--- config.mk ---
export PLATFORM = sky130hd
export DESIGN_NAME = nnrl_div
export DESIGN_NICKNAME = d
export VERILOG_FILES = /design/src/rtl/core/nnrl_pkg.sv /design/src/rtl/core/nnrl_div.sv
export SDC_FILE = /design/constraint.sdc
export NUM_CORES = 1
export LEC_CHECK = 0
export BUFFER_PORTS_ARGS = -buffer_cell sky130_fd_sc_hd__buf_4
export CAP_MARGIN = 30
export CORE_MARGIN = 3
export CORE_UTILIZATION = 53
export CTS_CLUSTER_DIAMETER = 50
export DETAILED_ROUTE_END_ITERATION = 16
export PLACE_DENSITY_LB_ADDON = 0.05
export SETUP_SLACK_MARGIN = 0.05
export SYNTH_ARGS = -nofsm -noshare
export SYNTH_HDL_FRONTEND = slang
export SYNTH_SLANG_ARGS = --single-unit
--- constraint.sdc ---
create_clock -name clk -period 2.95 [get_ports clk]
set_clock_uncertainty 0.15 [all_clocks]
set_input_delay 0.295 -clock clk [delete_from_list [all_inputs] [get_ports clk]]
set_output_delay 0.295 -clock clk [all_outputs]
set_load 0.01 [all_outputs]
--- src/rtl/core/nnrl_pkg.sv ---
// shared types and constants for the nearest neighbor resizer with letterboxing
// no dependencies
`default_nettype none
package nnrl_pkg;

  localparam int MAX_WIDTH  = 256;
  localparam int MAX_HEIGHT = 256;

  localparam int DIM_W = 9;
  localparam int VW_W  = 19;
  localparam int NUM_W = 29;
  localparam int DEN_W = 10;
  localparam int CFG_IDX_W = 3;

  localparam logic [CFG_IDX_W-1:0] REG_SRC_W = 3'd0;
  localparam logic [CFG_IDX_W-1:0] REG_SRC_H = 3'd1;
  localparam logic [CFG_IDX_W-1:0] REG_TGT_W = 3'd2;
  localparam logic [CFG_IDX_W-1:0] REG_TGT_H = 3'd3;
  localparam logic [CFG_IDX_W-1:0] REG_KEEP  = 3'd4;

  localparam logic CMD_WRITE = 1'b0;
  localparam logic CMD_EMIT  = 1'b1;

  typedef struct packed {
    logic        command;
    logic [15:0] write_index;
    logic [7:0]  write_value;
  } in_t;

  typedef struct packed {
    logic [7:0] pixel_value;
    logic [7:0] out_column;
    logic [7:0] out_row;
    logic       frame_last;
  } out_t;

  typedef enum logic [3:0] {
    S_IDLE,
    S_SETUP,
    S_SDIV,
    S_SAPPLY,
    S_XGO,
    S_XDIV,
    S_YGO,
    S_YDIV,
    S_ADDR,
    S_READ,
    S_DATA
  } state_t;

endpackage
`default_nettype wire

--- src/rtl/core/nnrl_div.sv ---
// restoring divider, one quotient bit per cycle
// depends on nnrl_pkg
`default_nettype none
module nnrl_div (
  input  wire logic                     clk,
  input  wire logic                     rst_n,
  input  wire logic                     start,
  input  wire logic [nnrl_pkg::NUM_W-1:0] numer,
  input  wire logic [nnrl_pkg::DEN_W-1:0] denom,
  output logic                          busy,
  output logic                          done,
  output logic      [nnrl_pkg::NUM_W-1:0] quot
);

  localparam int CNT_W = $clog2(nnrl_pkg::NUM_W);

  logic                         busy_r;
  logic [CNT_W-1:0]             cnt_r;
  logic [nnrl_pkg::NUM_W-1:0]   num_r;
  logic [nnrl_pkg::DEN_W-1:0]   rem_r;
  logic [nnrl_pkg::DEN_W-1:0]   den_r;
  logic [nnrl_pkg::DEN_W:0]     trial;
  logic                         qbit;
  logic [nnrl_pkg::DEN_W-1:0]   rem_nxt;

  always_comb begin
    trial = {rem_r, num_r[nnrl_pkg::NUM_W-1]};
    qbit  = (trial >= {1'b0, den_r});
    if (qbit) begin
      rem_nxt = nnrl_pkg::DEN_W'(trial - {1'b0, den_r});
    end else begin
      rem_nxt = trial[nnrl_pkg::DEN_W-1:0];
    end
  end

  always_ff @(posedge clk) begin
    if (!rst_n) begin
      busy_r <= 1'b0;
      cnt_r  <= '0;
    end else if (start) begin
      busy_r <= 1'b1;
      cnt_r  <= '0;
    end else if (busy_r) begin
      cnt_r <= cnt_r + 1'b1;
      if (cnt_r == CNT_W'(nnrl_pkg::NUM_W - 1)) begin
        busy_r <= 1'b0;
      end
    end
  end

  always_ff @(posedge clk) begin
    if (start) begin
      num_r <= numer;
      den_r <= denom;
      rem_r <= '0;
    end else if (busy_r) begin
      num_r <= {num_r[nnrl_pkg::NUM_W-2:0], qbit};
      rem_r <= rem_nxt;
    end
  end

  assign busy = busy_r;
  assign done = busy_r && (cnt_r == CNT_W'(nnrl_pkg::NUM_W - 1));
  assign quot = num_r;

endmodule
`default_nettype wire

# Yosys cells after proc, flatten, opt, wreduce, memory -nomap -nowiden
# Cells that the tools add are included.
[op_classes]
add_sub_neg = 2
n_mul = 0
div = 0
magnitude_cmp = 1
eq_ne = 1
n_shift = 0
n_mux = 6
bitwise_logic = 1
n_reduce_logical = 3
[op_table]
columns = ["cell", "count"]
rows = [
  ["$mux 29", 2],
  ["$ge 11x10->1", 1],
  ["$mux 10", 1],
  ["$sub 10x10->10", 1],
  ["$add 5x1->5 const B", 1],
  ["$eq 5x5->1 const B", 1],
  ["$mux 1", 3],
  ["$reduce_bool 2->1", 1],
  ["$reduce_or 2->1", 1],
  ["$logic_and 1x1->1", 1],
  ["$not 1->1", 1],
]
[totals]
ff_bits = 55
latchBits = 0
ram_bits = 0
mem_bits_ro = 0
input_bits = 42
word_cells = 19
n_memories = 0

# Logic depth before layout (Yosys ltp)
[logic_depth]
ltp_word = 4
depth_mapped = 10
depth_no_buf = 10

# Least setup slack after synthesis
# No wires, ideal clock.
[synth_path]
path_type = "flip-flop to flip-flop"
from = "reg num_r, in the netlist quot[28]"
to = "reg rem_r[8] in the netlist's numbering"
setup_ps = 86
arrival_ps = 2090
slack_ps = 625
path_stages_with_launch = 11
path_buffers = 0
synth_period_minus_slack_ps = 2325
path_cell_list = "edfxtp_1 -> inv_1 -> ha_1 -> inv_1 -> fa_1 -> a211oi_1 -> nor2_1 -> o221ai_1 -> xnor2_1 -> mux2i_1 -> a211oi_1"
[synth_via]
elab_chain_len = 2
elab_cells_between_ends = 3
[synth_rtl]
columns = ["element", "line", "rtl"]
rows = [
  ["start: declaration", "nnrl_div.sv:19", "logic [nnrl_pkg::NUM_W-1:0] num_r;"],
  ["start signal: assignment", "nnrl_div.sv:53", "num_r <= numer;"],
  ["start signal: assignment", "nnrl_div.sv:57", "num_r <= {num_r[nnrl_pkg::NUM_W-2:0], qbit};"],
  ["$sub 10x10->10 / $ge 11x10->1 (equally long branches)", "nnrl_div.sv:30, nnrl_div.sv:28", ""],
  ["$mux 10 (*)", "nnrl_div.sv:29", "if (qbit) begin"],
  ["end signal: assignment", "nnrl_div.sv:58", "rem_r <= rem_nxt;"],
  ["end: declaration", "nnrl_div.sv:20", "logic [nnrl_pkg::DEN_W-1:0] rem_r;"],
]
# Every way passes the cells marked *; elsewhere a longest branch is shown, timed or not.
# A chain may end at the register's enable or synchronous reset.

# Worst setup path after layout
[layout_path]
from = "reg den_r[2] in the netlist's numbering"
to = "reg rem_r[0] in the netlist's numbering"
[layout_via]
elab_chain_len = 2
[layout_rtl]
columns = ["element", "line", "rtl"]
rows = [
  ["start: declaration", "nnrl_div.sv:21", "logic [nnrl_pkg::DEN_W-1:0] den_r;"],
  ["start signal: assignment", "nnrl_div.sv:54", "den_r <= denom;"],
  ["$ge 11x10->1", "nnrl_div.sv:28", "qbit = (trial >= {1'b0, den_r});"],
  ["$mux 10", "nnrl_div.sv:29", ""],
]
# No other way between the ends.

==> impl_metrics.env <==
export IMPL_status="complete, no violations"
export IMPL_syn_nets=276
export IMPL_port_buffers=72
export IMPL_fp_dieH_um=78.49
export IMPL_grt_ovfl_total=0
export IMPL_clk_latency_ps=310
export IMPL_rr_startpoint="den_r[2]$_DFFE_PP_"
export IMPL_timing_final_crit_period_ps=2403
export IMPL_ios=73
export IMPL_dp_cells=352
export IMPL_yosysSeqAreaShare=0.5355
export IMPL_clock_tree_buffer_depth=2
export IMPL_nets=355
export IMPL_hold_ws_ps=15.32
export IMPL_tns_ps=0
export IMPL_placed_area_mm2=0.003367
export IMPL_post_cts_buffers=0
export IMPL_timing_slew_headroom=0.5354
export IMPL_slew_violations=0
export IMPL_gp_congestion=0.8613
export IMPL_fin_cells=368
export IMPL_yosysTopAreaCellShare=0.4205
export IMPL_synth_top_area_cell="edfxtp_1"
export IMPL_regToRegSetupSlack_ps=550
export IMPL_startpoint="den_r[2]$_DFFE_PP_"
export IMPL_avgRoutedWirePerCell_um=15.40
export IMPL_synthArstFlopShare=0
export IMPL_worstRegToRegCells=8
export IMPL_critPathRequiredTime_ps=3030
export IMPL_hold_depth=1
export IMPL_syn_to_final_growth_pct=26.64
export IMPL_crit_path_end_kind="register"
export IMPL_grt_total_usage=0.1893
export IMPL_synth_area_mm2=0.002785
export IMPL_synth_area_leaders="edfxtp_1 42%, mux2_2 12%, dfxtp_1 12%"
export IMPL_clk_pin_slew_ps=90
export IMPL_synth_cells=221
export IMPL_synthDistinctLibCells=41
export IMPL_yosysWarnings=0
export IMPL_design_area_mm2=0.003527
export IMPL_cts_sinks=55
export IMPL_hold_viol_final=0
export IMPL_ir_worst_vdd_v=0.0002946
export IMPL_totalPowerFinal_mw=1.820
export IMPL_dp_hpwl_um=3945
export IMPL_rr_endpoint="rem_r[0]$_SDFFE_PP0P_"
export IMPL_rsz0062_at_grt="no"
export IMPL_hold_start="denom[7]"
export IMPL_routed_wl_um=5667
export IMPL_cts_htree_levels=2
export IMPL_diodes=0
export IMPL_final_cell_mix="73 x buf_4, 39 x edfxtp_1, 29 x mux2_2"
export IMPL_initial_utilization=0.5671
export IMPL_ys_ff_latch=55
export IMPL_cp_max_fo=11
export IMPL_crit_type="register to register"
export IMPL_grt_max_degree=54
export IMPL_arrival_ps=2480
export IMPL_grt_pass1_wl_um=9108
export IMPL_cts_root_buf="clkbuf_8"
export IMPL_final_period_utilization=0.8147
export IMPL_layout_commonest_cell="buf_4"
export IMPL_powerDensity_mw_per_mm2=515.9
export IMPL_dieArea_mm2=0.006161
export IMPL_antenna_found_initial=0
export IMPL_firstDrtPassIters=4
export IMPL_die_w_um=78.49
export IMPL_start_kind="register"
export IMPL_setup_viol=0
export IMPL_synth_flop_cell="edfxtp_1"
export IMPL_drive_gt1_frac=0.3854
export IMPL_drc=0
export IMPL_core_mm2=0.004911
export IMPL_synth_edff_count=39
export IMPL_hp_class="input port to register"
export IMPL_vias=1943
export IMPL_tightest_slew_ps=697.0
export IMPL_drt_iter0_drc=114
export IMPL_num_rows=25
export IMPL_whs_endpoint="den_r[7]$_DFFE_PP_"
export IMPL_antenna_left=0
export IMPL_numCtsBuffers=5
export IMPL_vias_per_cell=5.280
export IMPL_tritoncts="yes"
export IMPL_max_freq_mhz=416.1
export IMPL_p_leak_nw=1.466
export IMPL_maxCapViolations=0
export IMPL_grt_pass1_vias=1937
export IMPL_syn_avg_cell_area_um2=12.60
==> per-stage QoR <==
step | worst slack [ps] | util
CTS | 503.9 | 0.7121
floorplan | 624.7 | -
global route | 293.2 | 0.7182
finish | 546.5 | 0.7182
global placement | 605.5 | 0.6856
detailed placement | 527.0 | 0.6856
==> final cells by class <==
cell class / instances / area [um2]
Clock buffer: 6 / 72.57
Clock inverter: 2 / 7.507
Fill cell: 387 / 1384
Inverter: 14 / 52.55
Multi-Input combinational cell: 143 / 1191
Sequential cell: 55 / 1491
Tap cell: 67 / 83.83
Timing Repair Buffer: 81 / 628.1
==> worst max-delay path, stage by stage (launching register included) <==
cell,delay [ps]
edfxtp_1,340
inv_1,40
ha_1,390
nor2_1,80
a211o_1,280
a31oi_4,240
o21a_4,290
mux2_4,320
a211oi_2,200
==> logic make-up (layout without fill, tap and decap cells) <==
family	Yosys count	in the layout	synth area share
muxes	39	39	0.1550
buffers and inverters	23	103	0.03684
DFF	55	55	0.5355
AOI/OAI and AO/OA	34	34	0.09838
adders and majority gates	13	13	0.06109
and+or+nand+nor	47	47	0.08176
xor gates and xnor gates	10	10	0.03145
==> metal layers <==
layer / routed length [um] / share of wire / GRT usage
met2: 2740 / 0.48 / 0.2954
met4: 71 / 0.013 / 0.06294
met3: 435 / 0.077 / 0.07225
met5: 0 / 0 / 0
met1: 2420 / 0.43 / 0.2420
==> state kept, by name (all words and copies together), names as in the netlist <==
| signal | count |
|---|---|
| busy | 1 |
| cnt_r | 5 |
| den_r | 10 |
| quot | 29 |
| rem_r | 10 |
==> repair_timing <==
item                                   CTS  global route
resized for setup                        0             0
hold buffers                             5             3
endpoints found under the hold margin    5             3
==> where the power goes <==
part	switching, mW	total (mW)	internal [mW]
combinational	0.224	0.469	0.245
sequential	0.0406	0.952	0.912
clock	0.236	0.399	0.163
==> cells in the mapped netlist, types with 3 or more instances <==
master     n
xor2_1     6
dfxtp_1   16
mux2i_1    9
xnor2_1    4
mux2_2    29
nand2b_1   4
inv_1     14
nand4_1    3
nor2_1    18
nor2b_1    5
edfxtp_1  39
ha_1      12
a211oi_1   8
a21oi_1    8
nand2_1    7
clkbuf_1   7
==> worst max-delay path by stage <==
stage                                 end  slack (ps)
floorplan           rem_r[8]$_SDFFE_PP0P_         620
global placement    rem_r[8]$_SDFFE_PP0P_         610
detailed placement  rem_r[8]$_SDFFE_PP0P_         530
CTS                 rem_r[8]$_SDFFE_PP0P_         500
global route        rem_r[8]$_SDFFE_PP0P_         290
finish              rem_r[0]$_SDFFE_PP0P_         550
Power figures use the tool's default switching activity.
